--- src/hw/rtl/fthn_pkg.sv ---
// Shared types and codes for the forwarding table next-hop core.
// No dependencies; every other file of the block refers to it by scoped names.
package fthn_pkg;

    localparam logic [1:0] REQ_ADD    = 2'd0;
    localparam logic [1:0] REQ_REMOVE = 2'd1;
    localparam logic [1:0] REQ_LOOKUP = 2'd2;
    localparam logic [1:0] REQ_FLUSH  = 2'd3;

    localparam logic [1:0] STAT_OK       = 2'd0;
    localparam logic [1:0] STAT_NOTFOUND = 2'd1;
    localparam logic [1:0] STAT_FULL     = 2'd2;
    localparam logic [1:0] STAT_INVALID  = 2'd3;

    localparam logic [15:0] STAMP_MAX = 16'hFFFF;

    typedef struct packed {
        logic [1:0]  req_type;
        logic [31:0] dst_addr;
        logic [7:0]  qos_id;
        logic        port_present;
        logic [15:0] port_id;
    } t_req;

    typedef struct packed {
        logic [1:0]  status;
        logic        port_valid;
        logic [15:0] port_out;
        logic        last;
        logic        table_empty;
    } t_res;

    typedef enum logic [2:0] {
        K_ADD,
        K_REMOVE,
        K_LOOKUP,
        K_FLUSH,
        K_INVALID
    } t_kind;

    typedef struct packed {
        t_kind       kind;
        logic [31:0] dest;
        logic [7:0]  qos;
        logic        has_port;
        logic [15:0] port;
    } t_cmd;

    typedef struct packed {
        logic [31:0] dest;
        logic [7:0]  qos;
    } t_key;

    typedef enum logic [4:0] {
        S_IDLE,
        S_SCAN,
        S_SCAN_END,
        S_DECIDE,
        S_PSCAN,
        S_PSCAN_END,
        S_PDECIDE,
        S_SH_RD,
        S_SH_WR,
        S_REM_FIN,
        S_CMP_RDI,
        S_CMP_LDI,
        S_CMP_SCAN,
        S_CMP_END,
        S_CMP_WR,
        S_INSERT,
        S_EM_RD,
        S_EM_WR,
        S_RESP
    } t_state;

endpackage

--- src/hw/rtl/fthn_front.sv ---
// Front end: accepts request words, classifies them and queues them two deep.
// Depends on fthn_pkg.
module fthn_front (
    input  logic          i_clk,
    input  logic          i_rst_n,
    input  logic          i_in_valid,
    output logic          o_in_stall,
    input  fthn_pkg::t_req i_in,
    output logic          o_cmd_valid,
    output fthn_pkg::t_cmd o_cmd,
    input  logic          i_cmd_pop
);

    fthn_pkg::t_cmd r_q [2];
    logic [1:0]     r_cnt;
    logic           r_rd;
    logic           r_wr;
    fthn_pkg::t_cmd n_cmd;
    logic           push;
    logic           pop;

    always_comb begin
        n_cmd.dest     = i_in.dst_addr;
        n_cmd.qos      = i_in.qos_id;
        n_cmd.has_port = i_in.port_present;
        n_cmd.port     = i_in.port_id;
        if (i_in.req_type == fthn_pkg::REQ_FLUSH) begin
            n_cmd.kind = fthn_pkg::K_FLUSH;
        end else if (i_in.dst_addr == 32'd0) begin
            n_cmd.kind = fthn_pkg::K_INVALID;
        end else if (i_in.req_type == fthn_pkg::REQ_ADD) begin
            n_cmd.kind = fthn_pkg::K_ADD;
        end else if (i_in.req_type == fthn_pkg::REQ_REMOVE) begin
            n_cmd.kind = fthn_pkg::K_REMOVE;
        end else begin
            n_cmd.kind = fthn_pkg::K_LOOKUP;
        end
    end

    assign o_in_stall  = (r_cnt == 2'd2);
    assign push        = i_in_valid && !o_in_stall;
    assign pop         = i_cmd_pop && (r_cnt != 2'd0);
    assign o_cmd_valid = (r_cnt != 2'd0);
    assign o_cmd       = r_q[r_rd];

    always_ff @(posedge i_clk) begin
        if (!i_rst_n) begin
            r_cnt <= 2'd0;
            r_rd  <= 1'b0;
            r_wr  <= 1'b0;
        end else begin
            if (push) begin
                r_q[r_wr] <= n_cmd;
                r_wr      <= ~r_wr;
            end
            if (pop) begin
                r_rd <= ~r_rd;
            end
            r_cnt <= r_cnt + {1'b0, push} - {1'b0, pop};
        end
    end

endmodule

--- config.mk ---
export PLATFORM = sky130hd
export DESIGN_NAME = fthn_front
export DESIGN_NICKNAME = d
export VERILOG_FILES = /design/src/hw/rtl/fthn_pkg.sv /design/src/hw/rtl/fthn_front.sv
export SDC_FILE = /design/constraint.sdc
export NUM_CORES = 1
export LEC_CHECK = 0
export BUFFER_PORTS_ARGS = -buffer_cell sky130_fd_sc_hd__buf_2
export CAP_MARGIN = 20
export CORE_MARGIN = 2
export CORE_UTILIZATION = 24
export CTS_CLUSTER_SIZE = 24
export DETAILED_ROUTE_END_ITERATION = 10
export GPL_TIMING_DRIVEN = 0
export PLACE_DENSITY_LB_ADDON = 0.3
export SETUP_SLACK_MARGIN = 0.05
export SLEW_MARGIN = 20
export SYNTH_ARGS = -nofsm -noshare
export SYNTH_HDL_FRONTEND = slang
export SYNTH_SLANG_ARGS = --single-unit
--- constraint.sdc ---
create_clock -name i_clk -period 7.2 [get_ports i_clk]
set_input_delay 1.44 -clock i_clk [delete_from_list [all_inputs] [get_ports i_clk]]
set_output_delay 1.44 -clock i_clk [all_outputs]
set_load 0.05 [all_outputs]
-- Yosys cells after proc, flatten, opt, wreduce, memory -nomap -nowiden
Memory sizes are Yosys's and may differ from the RTL's. A register that Yosys moved wholly into a read port is not among the register bits.
Index checks and enable logic that the tools add are counted.
- add/sub/neg operators: 2
- equality and inequality tests: 3
- multiplexer cells: 9
- bitwise logic cells: 2
- reduce and logical (&&, ||, !) cells: 6
- operators with widths (kind ; count):
    $logic_not 32->1 ; 1
    $mux 3 ; 2
    $mux 1 ; 5
    $eq 2x2->1 const B ; 2
    $mux 2 ; 2
    $add 2x1->2 ; 1
    $eq 2x1->1 const B ; 1
    $logic_and 1x1->1 ; 2
    $logic_not 2->1 ; 1
    $not 1->1 ; 2
    $reduce_bool 2->1 ; 1
    $sub 2x1->2 ; 1
    $logic_not 1->1 ; 1
- bits in registers: 4
- RAM bits: 120
- output and inout bits: 62
- logic and storage cells: 26
- memories kept: 1
- memories (name ; depth ; width ; rd ports ; clocked after Yosys merged registers in ; write ports ; RTL line ; RTL):
    r_q ; 2 ; 60 ; 1 ; 1 ; 1 ; fthn_front.sv:14 ; fthn_pkg::t_cmd r_q [2];

-- Depth between registers and ports, before layout
- depth after elaboration: 6
- depth in mapped cells: 8
- gate-level depth less buffers: 8

-- Least setup slack after synthesis
No wires, ideal clock.
- kind: input -> register
- start point: input i_in_valid
- end point: memory r_q[0][0] in the netlist's numbering (enable)
- setup time: 0.564 ns
- arrival: 5.896 ns
- path slack: 0.740 ns
- cell stages on the path: 2
- buffers on the path: 0
- path through: nand2_1 > nor3b_1
- word-level cells in the longest chain between the ends: 4
- RTL lines (item ; RTL line ; RTL):
    start: declaration ; fthn_front.sv:6 ; input logic i_in_valid,
    $logic_and 1x1->1 ; fthn_front.sv:41 ; assign push = i_in_valid && !o_in_stall;
    $mux 1 ; fthn_front.sv:52 ; if (push) begin
    $mux 1 ; fthn_front.sv:47 ; if (!i_rst_n) begin
    $mux 1 (not written as such) ; fthn_front.sv:53 ; r_q[r_wr] <= n_cmd;
    end: declaration ; fthn_front.sv:14 ;
Every way passes these cells.

==> results.cfg <==
[status]
run_status = completed

[global_route]
overflow = 0
grt_first_pass_wirelength_um = 14900
grt_max_degree = 33
grt_usage_pct = 10.0
antenna_found_initial = 1
first_global_vias = 2830

[placement]
dp_slack_ps = 4080
dp_hpwl_um = 7000
routabilityCongestion = 0.665
dpl-instance-area_um2 = 5710
port_buffers = 124
dp.cells = 622

[cells_and_area]
diodes = 0
drive_gt1_share_pct = 59.6
syn_to_final_growth_pct = 35.1
fin_util_pct = 33.4
final_cell_count_no_fill = 654
final_area_um2 = 6300
final_nets = 446

[cts]
cts_sinks = 125
insertion_delay_ps = 410
clk_pin_slew_ps = 60
ctsRootBufferMaster = clkbuf_16
cts_htree_levels = 4
cts_resized = 0
tritoncts = yes
cts_made_buffers = 17
clock_path_buffers = 2
ctsHoldBuffers = 0
post-cts-setup-buffer-count = 0

[synthesis]
ys_warn_count = 0
synthArstFlopShare_pct = 0
synth_top_cell_by_area = edfxtp_1
synthTopCellsByCount = edfxtp_1, mux2_2, nor4_1
synth_most_common_cell = edfxtp_1
ys_seq_area_share_pct = 79.4
yosysUniqueCellTypes = 24
synthCells = 229
synth-edff-count = 120
synth_area_leaders = edfxtp_1, mux2_2, dfxtp_1
ys_seq_elements = 125
syn_nets = 294
synth_top_area_share_pct = 77.3
syn_area_um2 = 4660
synthFlopType = edfxtp_1
syn_avg_cell_area_um2 = 20.4

[power_and_ir_drop]
p_leak_nw = 2.34
power_density_nw_per_um2 = 381
vdd_drop_max_uv = 155

[floorplan]
start_util_pct = 24.7
fp.coreArea_um2 = 18900
core.rowCount = 50
die_x_um = 143
pin_count = 125
die_area_um2 = 20600
die_h_um = 143

[timing]
relSlewSlack_pct = 68.6
layout_worst_path_cycle_share_pct = 47.7
final-setup-viol-count = 0
maxSlewViolCount = 0
fmax_mhz = 291
fin_crit_ps = 3430
layout_setup_ws_ps = 3770
skew_ps = 8.50
rsz0062_at_grt = false
finalHoldViolCount = 0
tightest_slew_ps = 467

[critical_path]
cp-start-kind = register
path_class = register to output port
end_kind = output port
worstPathMaxFanout = 10
crit_required_ps = 5760
timing.rr.start = r_cnt[0]
reg2reg_depth = 7
critical_path_arrival_ps = 1990

[hold_path]
min_path_type = register to register
hp-start = r_wr
hold_depth = 2

[route]
wl_per_cell_um = 14.9
antenna_left = 0
drc = 0
vias = 2595
wl_um = 9770
routed_via_density = 3.97
drt_iter0_drc = 93
firstDrtPassIters = 4

[run]
drv_cap = 0
-- stage by stage --
stage / total power, mW / setup TNS (ps) / hold slack (ps)
floorplan: 1.41 / 0 / 473
global placement: 1.57 / -145600 / 483
detailed placement: 1.57 / 0 / 523
CTS: 2.45 / 0 / 531
global route: 2.50 / 0 / 560
finish: 2.40 / 0 / 528
-- area by class of cell --
| class | count | area [µm²] |
|---|---|---|
| Fill cell | 1909 | 12600 |
| Sequential cell | 125 | 3700 |
| Multi-Input combinational cell | 92 | 916 |
| Timing Repair Buffer | 133 | 708 |
| Clock buffer | 17 | 425 |
| Tap cell | 260 | 325 |
| Clock inverter | 15 | 173 |
| Buffer | 7 | 33.8 |
| Inverter | 5 | 18.8 |
-- sequential cells by signal (all words and copies together) (netlist names), named ones only --
register	count
r_cnt	2
r_q	120
r_rd	1
r_wr	1
-- worst max-delay path: stages (launching register included) --
cell and delay (ps):
dfxtp_1 300, clkbuf_1 330, buf_2 340, mux2_2 380, buf_2 210
-- metal layers --
| metal | track usage [%] | up-vias | part of all wire [%] |
|---|---|---|---|
| li1 | - | 1216 | - |
| met1 | 11.9 | 1280 | 44 |
| met2 | 16.0 | 88 | 48 |
| met3 | 4.07 | 11 | 6.5 |
| met4 | 4.49 | 0 | 1.5 |
| met5 | 0 | - | 0 |
-- cell usage in the layout (no fill, tap or decap), types with 2 or more instances in the layout --
cell        count
a31oi_1         2
and2_1          2
and3_1          2
buf_2         130
buf_4           6
buf_6           2
bufinv_16       3
clkbuf_16      17
clkinv_2        4
clkinv_4        4
clkinvlp_4      2
dfxtp_1         5
edfxtp_1      120
ha_1            2
inv_1           5
mux2_2         60
nor2b_1         2
nor4_1          7
xnor2_1         3
-- cells by family after synthesis --
kind of cell	count (synthesis)	synth area share, %
DFF	125	79.4
muxes	60	14.5
and+or+nand+nor	21	3.00
buffers and inverters	12	1.13
AOI/OAI and AO/OA	6	0.885
xor gates and xnor gates	3	0.563
adders and majority gates	2	0.536
-- path summary, 6_finish.rpt --
path                end  slack [ps]
min                r_wr         530
max           o_cmd[36]        3770
min reg2reg        r_wr         530
max reg2reg  r_q[0][50]        5100
-- power breakdown --
group / switching, mW / internal [mW]
sequential: 0.0148 / 0.860
clock: 0.313 / 0.543
combinational: 0.471 / 0.199
(Power assumes the default switching activity.)
