[config.mk]
export PLATFORM = sky130hd
export DESIGN_NAME = fthn_out
export DESIGN_NICKNAME = d
export VERILOG_FILES = /design/src/hw/rtl/fthn_pkg.sv /design/src/hw/rtl/fthn_out.sv
export SDC_FILE = /design/constraint.sdc
export NUM_CORES = 1
export LEC_CHECK = 0
export BUFFER_PORTS_ARGS = -buffer_cell sky130_fd_sc_hd__buf_2
export CAP_MARGIN = 30
export CORE_UTILIZATION = 38
export CTS_CLUSTER_SIZE = 10
export DETAILED_ROUTE_END_ITERATION = 7
export GPL_ROUTABILITY_DRIVEN = 0
export GPL_TIMING_DRIVEN = 0
export PLACE_DENSITY = 0.75
export SKIP_CTS_REPAIR_TIMING = 1
export SYNTH_ARGS = -nofsm -noshare
export SYNTH_HDL_FRONTEND = slang
export SYNTH_SLANG_ARGS = --single-unit
export TNS_END_PERCENT = 5
[constraint.sdc]
create_clock -name i_clk -period 1.6 [get_ports i_clk]
set_input_delay 0.16 -clock i_clk [delete_from_list [all_inputs] [get_ports i_clk]]
set_output_delay 0.16 -clock i_clk [all_outputs]
set_load 0.005 [all_outputs]
[src/hw/rtl/fthn_pkg.sv]
// Shared types and codes for the forwarding table next-hop core.
// No dependencies; every other file of the block refers to it by scoped names.
package fthn_pkg;

    localparam logic [1:0] REQ_ADD    = 2'd0;
    localparam logic [1:0] REQ_REMOVE = 2'd1;
    localparam logic [1:0] REQ_LOOKUP = 2'd2;
    localparam logic [1:0] REQ_FLUSH  = 2'd3;

    localparam logic [1:0] STAT_OK       = 2'd0;
    localparam logic [1:0] STAT_NOTFOUND = 2'd1;
    localparam logic [1:0] STAT_FULL     = 2'd2;
    localparam logic [1:0] STAT_INVALID  = 2'd3;

    localparam logic [15:0] STAMP_MAX = 16'hFFFF;

    typedef struct packed {
        logic [1:0]  req_type;
        logic [31:0] dst_addr;
        logic [7:0]  qos_id;
        logic        port_present;
        logic [15:0] port_id;
    } t_req;

    typedef struct packed {
        logic [1:0]  status;
        logic        port_valid;
        logic [15:0] port_out;
        logic        last;
        logic        table_empty;
    } t_res;

    typedef enum logic [2:0] {
        K_ADD,
        K_REMOVE,
        K_LOOKUP,
        K_FLUSH,
        K_INVALID
    } t_kind;

    typedef struct packed {
        t_kind       kind;
        logic [31:0] dest;
        logic [7:0]  qos;
        logic        has_port;
        logic [15:0] port;
    } t_cmd;

    typedef struct packed {
        logic [31:0] dest;
        logic [7:0]  qos;
    } t_key;

    typedef enum logic [4:0] {
        S_IDLE,
        S_SCAN,
        S_SCAN_END,
        S_DECIDE,
        S_PSCAN,
        S_PSCAN_END,
        S_PDECIDE,
        S_SH_RD,
        S_SH_WR,
        S_REM_FIN,
        S_CMP_RDI,
        S_CMP_LDI,
        S_CMP_SCAN,
        S_CMP_END,
        S_CMP_WR,
        S_INSERT,
        S_EM_RD,
        S_EM_WR,
        S_RESP
    } t_state;

endpackage

[src/hw/rtl/fthn_out.sv]
// Output register: holds one result word while the receiver stalls.
// Depends on fthn_pkg.
module fthn_out (
    input  logic           i_clk,
    input  logic           i_rst_n,
    input  logic           i_res_valid,
    input  fthn_pkg::t_res i_res,
    output logic           o_res_ready,
    output logic           o_out_valid,
    output fthn_pkg::t_res o_out,
    input  logic           i_out_stall
);

    logic           r_valid;
    fthn_pkg::t_res r_data;

    assign o_res_ready = !r_valid || !i_out_stall;
    assign o_out_valid = r_valid;
    assign o_out       = r_data;

    always_ff @(posedge i_clk) begin
        if (!i_rst_n) begin
            r_valid <= 1'b0;
        end else if (o_res_ready) begin
            r_valid <= i_res_valid;
            if (i_res_valid) begin
                r_data <= i_res;
            end
        end
    end

endmodule

# [After elaboration in Yosys (flattened, before gate mapping)]
# Cells that the tools add are included.
[classes] shift=0 n_mul=0 reduce_logical=4 addsub=0 div=0 n_lt_le_gt_ge=0 eq_ne=0 bitwise_logic=0 n_mux=0
[op_table] operator="3-bit AND reduction" count=1
[op_table] operator="1-bit zero test" count=2
[op_table] operator="1-bit logical OR" count=1
[totals] memories=0 mem_bits_ro=0 out_inout_bits=23 latchBits=0 regBits=22 wordCells=10 ramBits=0

# [Longest topological paths before layout]
# Gate-level depths: netlist of run 1.
[depth] depth_word=3 ltp_mapped=2 ltp_nobuf=2

# [Worst setup path after synthesis of run 1]
# OpenSTA, ideal clock, no wires.
[synth_path] kind="register -> register" start="register r_valid, in the netlist o_out_valid" end="register r_data (netlist bit o_out[0]), enable pin" required_time_ns=1.221 path_stages_with_launch=3 path_slack_ns=0.222 period_less_slack_ns=1.378 arrival_ns=0.998 n_path_buf=0 cell_sequence="dfxtp_1 > nand2_1 > and3_1"
[synth_via] elab_chain_cells=3
[synth_rtl] item="start, declared" line_no="fthn_out.sv:14" rtl="logic r_valid;"
[synth_rtl] item="start signal, assigned" line_no="fthn_out.sv:25" rtl="r_valid <= i_res_valid;"
[synth_rtl] item="1-bit zero test" line_no="fthn_out.sv:17" rtl="assign o_res_ready = !r_valid || !i_out_stall;"
[synth_rtl] item="1-bit logical OR" line_no="fthn_out.sv:17"
[synth_rtl] item="named net o_res_ready" line_no="fthn_out.sv:8" rtl="output logic o_res_ready,"
[synth_rtl] item="3-bit AND reduction (no line)"
[synth_rtl] item="end signal, assigned" line_no="fthn_out.sv:27" rtl="r_data <= i_res;"
[synth_rtl] item="end, declared" line_no="fthn_out.sv:15" rtl="fthn_pkg::t_res r_data;"
# The timed path passes the listed nets, and every way through them passes these cells.
# A chain may end at the register's enable or synchronous reset.

# [Worst setup path in the final report of run 1]
[layout_path] start="register r_valid, in the netlist o_out_valid" end="register r_data (netlist bit o_out[16]), enable pin"
[layout_via] elab_chain_cells=3
[layout_rtl] item="1-bit zero test" line_no="fthn_out.sv:17"
[layout_rtl] item="1-bit logical OR" line_no="fthn_out.sv:17"
[layout_rtl] item="3-bit AND reduction (no line)"
# Every way passes these cells.

==> summary.md, run 1 <==
| Metric | Value |
|---|---|
| Final Cycle Share | `77.0%` |
| CTS H-tree lvls | `1` |
| Slew margin rel. | `69.7%` |
| Vias in the first global route | `380` |
| RR Startpoint | `o_out_valid$_SDFFE_PN0P_` |
| Synth Warn # | `0` |
| Vias | `410` |
| Reg clk slew, reported paths | `0.12 ns` |
| CP startpoint | `o_out_valid$_SDFFE_PN0P_` |
| Worst hold slack | `around 0.03 ns` |
| Part of the power in registers | `67.8%` |
| Unrepaired setup endpoints after global routing | `no` |
| Clock network fraction of total power | `25.3%` |
| Critical Path Source Type | `flip-flop` |
| Switch Pwr | `0.000186 W` |
| Share of the synthesized area in the top cell type | `93.9%` |
| Synth Area per Inst | `25.8 um^2` |
| Initial Util | `42.6%` |
| P_int | `0.000793 W` |
| Yosys reg bits | `22` |
| Period minus WS final | `1.23 ns` |
| Net Count, Synth | `51` |
| Longest Clk Path Bufs | `2` |
| CTS tree | `built` |
| Post-place instance area | `927 um^2` |
| Router iterations before antenna repair | `7` |
| Root Buffer | `clkbuf_4` |
| GRT Util Overall | `11.4%` |
| Slew at the pin with the worst max-slew slack | `0.455 ns` |
| Global-route wire length before repair | `1500 um` |
| Initial antenna violation count | `0` |
| Die Ht | `44.1 um` |
| Antenna cell count | `0` |
| Post-synthesis async set-or-reset flop share | `0%` |
| Outcome | `finished with violations` |
| Crit Path Class | `reg -> reg` |
| CP Data Required Time | `1.55 ns` |
| Num rows | `14` |
| Yosys cell types | `6` |
| Worst R2R End | `o_out[16]$_DFFE_PP_` |
| Cell area power density | `1030 nW/um^2` |
| Hold Crit Class | `in -> reg` |
| Ys flop type | `edfxtp_1` |
| Largest net degree at the start of global routing | `22` |
| # port buffers | `47` |
| Die width | `~44 um` |
| Number of CTS-inserted buffers | `3` |
| Share of post-route cells with drive strength above 1 | `66.2%` |
| Critical Path End | `o_out[16]$_DFFE_PP_` |
| EDFF count, synth | `21` |
| Final Hold Vio Count | `0` |
| CP Capture Type | `flip-flop` |
| Cell Count, Final, Fillers Out | `slightly above 90` |
| Nets | `between 100 and 150` |
| Area grow syn2layout | `42.1%` |
| Max stage delay on crit path | `0.48 ns` |
| Flop2flop setup slack | `0.37 ns` |
| Filler Cell Count | `between 100 and 150` |
| DR WL/cell | `around 12 um` |
| Top Metal Used | `met3` |
| Synth area leaders | `edfxtp_1, dfxtp_1, and3_1` |
| Clock Latency Late Sink | `0.29 ns` |
| DRT iter0 DRCs | `4` |
| Most numerous cell in the Yosys netlist | `edfxtp_1` |
| DRC Markers | `1` |
| R2r worst-path depth | `2` |
| Ports | `48` |
| Clk_skew | `approximately 0.0076 ns` |
| VDD IR max | `0.465 mV` |
| Total gr overflow | `0` |
| Cell Chain, Critical Path | `nand2_1 > and3_2` |
| M1 WL | `roughly 400 um` |
| Failing checks | `DRC` |
| Highest Clock Rate | `around 810 MHz` |
| Switching Fraction | `19.0%` |
| Final setup vio count | `0` |
| WL final | `1070 um` |
| Post-placement cell count | `89` |
| Critical Path Fanout Max | `21` |
| Antenna Nets Post-Route | `0` |
| DIE AREA | `roughly 1900 um^2` |
| Final Power | `between 0.0009 and 0.001 W` |
| Static leakage | `0.414 nW` |
| Cell area after layout | `about 950 um^2` |
| WL met3 | `66 um` |
| HP Start | `i_res[5]` |
| Sequential share of the synthesized area | `between 90% and 100%` |
| CP arrival | `1.18 ns` |
| DR vias/cell | `around 4.4` |
| Slew Viols, Final | `0` |
| Critical-path top delay cell | `and3_2` |
| Metal2 WL | `604 um` |
| Clk sinks | `22` |
| Synth area leader | `edfxtp_1` |
| Comb power frac | `6.9%` |
| Setup TNS | `0 ns` |
| Max-Cap Viols | `0` |
| Cells after Synth | `26` |
| Core Footprint | `between 1500 and 2000 um^2` |
| Synthesized area | `672 um^2` |
[kinds of logic after synthesis]
| logic type | share of synthesized area (%) |
|---|---|
| AO/OA/AOI/OAI | 0.744 |
| flip-flops | 96.8 |
| AND/OR/NAND/NOR | 2.42 |
[worst min-delay path by stage]
| stage | to | slack, ns | depth (start not counted) |
|---|---|---|---|
| floorplan | o_out[0]$_DFFE_PP_ | 0.26 | 0 |
| global placement | o_out[0]$_DFFE_PP_ | 0.34 | 1 |
| detailed placement | o_out[18]$_DFFE_PP_ | 0.34 | 1 |
| CTS | o_out[5]$_DFFE_PP_ | 0.02 | 1 |
| global route | o_out[20]$_DFFE_PP_ | 0.004 | 1 |
| finish | o_out[5]$_DFFE_PP_ | 0.03 | 1 |
[sequential cells by signal, summed over array words and instances, names as in the netlist]
signal / flops
o_out_valid: 1
o_out: 21
[cell type report]
cell class                 count  area, um^2  share of cell area (%)
timing repair buffer          47         235                    24.6
sequential                    22         651                    68.2
tap                           16        20.0                    2.10
multi-input combinational      4        22.5                    2.36
clock buffer                   4        26.3                    2.75
[critical path: cells and delay by family (launching register included)]
kind             cells  cell delay, ns
flip-flops           1            0.34
AND/OR/NAND/NOR      2            0.55
[placed cells by master, fill, tap and decap left out, drive strengths merged]
| cell | Yosys | routed |
|---|---|---|
| dfxtp | 1 | 1 |
| and3 | 1 | 1 |
| nor2b | 1 | 1 |
| edfxtp | 21 | 21 |
| nand2 | 1 | 1 |
| clkbuf | 0 | 4 |
| buf | 0 | 47 |
| a21oi | 1 | 1 |
[per-layer routing]
metal | GRT usage, % | up-vias
met1 | 11.3 | 184
met3 | 4.08 | 0
met5 | 0 | -
met4 | 7.27 | 0
met2 | 20.0 | 22
li1 | - | 204
[power by group through the flow]
stage	clock [W]	combinational (W)	sequential, W
2_1_floorplan	0	0.0000111	0.000683
3_3_place_gp	0	0.0000663	0.000677
3_5_place_dp	0	0.0000683	0.000678
4_1_cts	0.000254	0.0000682	0.000665
5_1_grt	0.000275	0.0000734	0.000667
6_report	0.000247	0.0000676	0.000664
[through the flow]
step	setup WS [ns]	util, %
global route	0.293	60.6
finish	0.369	60.6
floorplan	0.222	-
global placement	0.109	58.8
CTS	0.0606	60.5
detailed placement	0.0724	58.8
Power figures use the tool's default switching activity.
==> inputs of run 2 (changes only) <==
--- a/config.mk
+++ b/config.mk
@@ -5,14 +5,15 @@
 export SDC_FILE = /design/constraint.sdc
 export NUM_CORES = 1
 export LEC_CHECK = 0
+export ABC_AREA = 1
 export BUFFER_PORTS_ARGS = -buffer_cell sky130_fd_sc_hd__buf_2
 export CAP_MARGIN = 30
-export CORE_UTILIZATION = 38
+export CORE_UTILIZATION = 34
 export CTS_CLUSTER_SIZE = 10
 export DETAILED_ROUTE_END_ITERATION = 7
 export GPL_ROUTABILITY_DRIVEN = 0
 export GPL_TIMING_DRIVEN = 0
-export PLACE_DENSITY = 0.75
+export PLACE_DENSITY = 0.71
 export SKIP_CTS_REPAIR_TIMING = 1
 export SYNTH_ARGS = -nofsm -noshare
 export SYNTH_HDL_FRONTEND = slang
==> constraint.sdc (replaced) <==
create_clock -name i_clk -period 0.99 [get_ports i_clk]
set_input_delay 0.099 -clock i_clk [delete_from_list [all_inputs] [get_ports i_clk]]
set_output_delay 0.099 -clock i_clk [all_outputs]
set_load 0.005 [all_outputs]
==> summary.md, run 2 <==
| Metric | Value |
|---|---|
| Cell Count, Final, Fillers Out | `128 (+38%)` |
| CP Data Required Time | `1.01 ns (-0.54 ns)` |
| Switch Pwr | `0.000335 W (+80%)` |
| Max reg flops | `21 (unchanged)` |
| Total gr overflow | `0 (unchanged)` |
| Post-synthesis async set-or-reset flop share | `0% (unchanged)` |
| Number of CTS-inserted buffers | `3 (unchanged)` |
| Net Count, Synth | `53 (+3.9%)` |
| GRT Util Overall | `10.1% (-1.3 points)` |
| DRC Markers | `0 (-1)` |
| CP arrival | `1.03 ns (-0.15 ns)` |
| Most common cell after layout, fill and taps aside | `buf_2` |
| Yosys reg bits | `22 (unchanged)` |
| Die width | `46.7 um (+6.0%)` |
| Vias in the first global route | `326 (-14%)` |
| Crit Path Class | `reg -> reg` |
| Most frequent cells in the layout | `buf_2, dlygate4sd3_1, edfxtp_1` |
| Antenna cell count | `0 (unchanged)` |
| Yosys cell types | `7 (+1)` |
| Cells after Synth | `28 (+7.7%)` |
| Slew at the pin with the worst max-slew slack | `0.237 ns (-0.217 ns)` |
| Clk_skew | `0.00195 ns (-0.00560 ns)` |
| Failing checks | `setup timing` |
| Critical Path Source Type | `flip-flop` |
| Hold Crit Class | `in -> reg` |
| Post-route worst setup slack | `-0.0166 ns (-0.385 ns)` |
| Most numerous cell in the Yosys netlist | `edfxtp_1` |
| Initial Util | `37.7% (-4.9 points)` |
| Slew margin rel. | `84.2% (+14 points)` |
| Reg clk slew, reported paths | `0.11 ns (about the same)` |
| CTS tree | `built` |
| Sequential share of the synthesized area | `95.8% (-1.1 points)` |
| Antenna Nets Post-Route | `0 (unchanged)` |
| Critical Path Fanout Max | `11 (-48%)` |
| Pre-CTS setup slack | `-0.265 ns (-0.337 ns)` |
| Max-Cap Viols | `0 (unchanged)` |
| Setup TNS | `-0.176 ns (-0.176 ns)` |
| Period minus WS final | `1.01 ns (-0.225 ns)` |
| Router iterations before antenna repair | `4 (-3)` |
| Part of the power in registers | `63.7% (-4.1 points)` |
| Cell area power density | `1360 nW/um^2 (+33%)` |
| Longest Clk Path Bufs | `2 (unchanged)` |
| EDFF count, synth | `21 (unchanged)` |
| Ports | `48 (unchanged)` |
| DR WL/cell | `12.3 um (+7.2%)` |
| P_int | `0.00136 W (+71%)` |
| Ys flop type | `edfxtp_1` |
| Largest net degree at the start of global routing | `22 (unchanged)` |
| Synth Area per Inst | `24.3 um^2 (-6.1%)` |
| CP Capture Type | `flip-flop` |
| Outcome | `finished with violations` |
| Share of the synthesized area in the top cell type | `92.8% (-1.0 points)` |
| Nets | `129 (+25%)` |
| Final Hold Vio Count | `0 (unchanged)` |
| Root Buffer | `clkbuf_4` |
| Synth area leaders | `edfxtp_1, dfxtp_1, nand2_1` |
| DR vias/cell | `4.20 (-4.8%)` |
| WL final | `1580 um (+48%)` |
| Final Cycle Share | `102% (+25 points)` |
| Area grow syn2layout | `82.9%` |
| VDD IR max | `1.05 mV (+130%)` |
| CTS H-tree lvls | `1 (unchanged)` |
| Clk sinks | `22 (unchanged)` |
| Unrepaired setup endpoints after global routing | `yes` |
| Slew Viols, Final | `0 (unchanged)` |
| Comb power frac | `12.5% (+5.6 points)` |
| Synthesized area | `679 um^2 (+1.1%)` |
| Num rows | `15 (+1)` |
| Clock network fraction of total power | `23.8% (-1.5 points)` |
| Highest Clock Rate | `993 MHz (+22%)` |
| Synth top cells by count | `edfxtp_1, nand2_1` |
| Core Footprint | `1800 um^2 (+14%)` |
| Vias | `537 (+31%)` |
| Final setup vio count | `11 (+11)` |
| Synth area leader | `edfxtp_1` |
| Static leakage | `0.532 nW (+28%)` |
| Clock Latency Late Sink | `0.29 ns (about the same)` |
| Synth Warn # | `0 (unchanged)` |
| Global-route wire length before repair | `1480 um (-1.9%)` |
| Post-placement cell count | `100 (+12%)` |
| Share of post-route cells with drive strength above 1 | `55.3% (-11 points)` |
| Initial antenna violation count | `0 (unchanged)` |
| End-of-flow core utilization | `69.0% (+8.4 points)` |
| DRT iter0 DRCs | `13 (+9)` |
| # port buffers | `47 (unchanged)` |
| Die Ht | `46.7 um (+6.0%)` |
| Switching Fraction | `19.8% (+0.81 points)` |
| DIE AREA | `2180 um^2 (+12%)` |
run 2: cell count changes in the layout (fill, tap and decap cells not counted), sizes merged, moves of 2 or more:
cell	previous run	this run
buf	47	49
nor2	0	2
dlygate4sd3	0	21
nand2	1	3
run 2: logic make-up (layout without fill, tap and decap cells):
logic type	after synthesis	count (layout)	share of synthesized area, %
buffers and inverters	1	75	0.552
DFF	22	22	95.8
and+or+nand+nor	5	6	3.68
run 2: power groups by stage:
stage                     registers, W  logic (W)  clock network, W
after detailed placement       0.00110   0.000117                 0
final                          0.00108   0.000212          0.000403
after CTS                      0.00108   0.000117          0.000405
after floorplan                0.00110  0.0000234                 0
after global placement         0.00110   0.000114                 0
after global routing           0.00108   0.000230          0.000442
run 2: critical path, cell delays in order (launching register included):
cell and delay (ns):
dfxtp_2 0.35, nand2_2 0.08, inv_4 0.05, nor2_4 0.11, buf_12 0.14
run 2: routing by layer:
metal  wire length [um]  track usage, %  vias to the layer above
met3                 53            3.53                        0
li1                   -               -                      258
met1                612            12.4                      259
met2                914            16.7                       20
met5                  0               0                        -
met4                  0            3.43                        0
run 2: worst paths after layout:
path | start | endpoint | slack [ns] | cells after the start
setup reg to reg | o_out_valid$_SDFFE_PN0P_ | o_out[8]$_DFFE_PP_ | -0.02 | 4
setup / recovery | o_out_valid$_SDFFE_PN0P_ | o_out[8]$_DFFE_PP_ | -0.02 | 4
hold / removal | i_rst_n | o_out_valid$_SDFFE_PN0P_ | 0.03 | 3
hold reg to reg | o_out_valid$_SDFFE_PN0P_ | o_out_valid$_SDFFE_PN0P_ | 0.48 | 2
run 2: area by class of cell:
type / instances / area, um^2
Clock buffer: 4 / 26.3
Fill cell: 140 / 559
Inverter: 1 / 6.26
Multi-Input combinational cell: 6 / 41.3
Sequential cell: 22 / 652
Tap cell: 25 / 31.3
Timing Repair Buffer: 70 / 485
run 2: stage by stage:
stage / hold slack (ns) / power (W) / cell area [um^2]
finish: 0.0329 / 0.00169 / 1240
global placement: 0.277 / 0.00121 / 951
detailed placement: 0.277 / 0.00121 / 951
global route: 0.0542 / 0.00175 / 1240
floorplan: 0.198 / 0.00113 / 684
CTS: -0.0365 / 0.00160 / 977
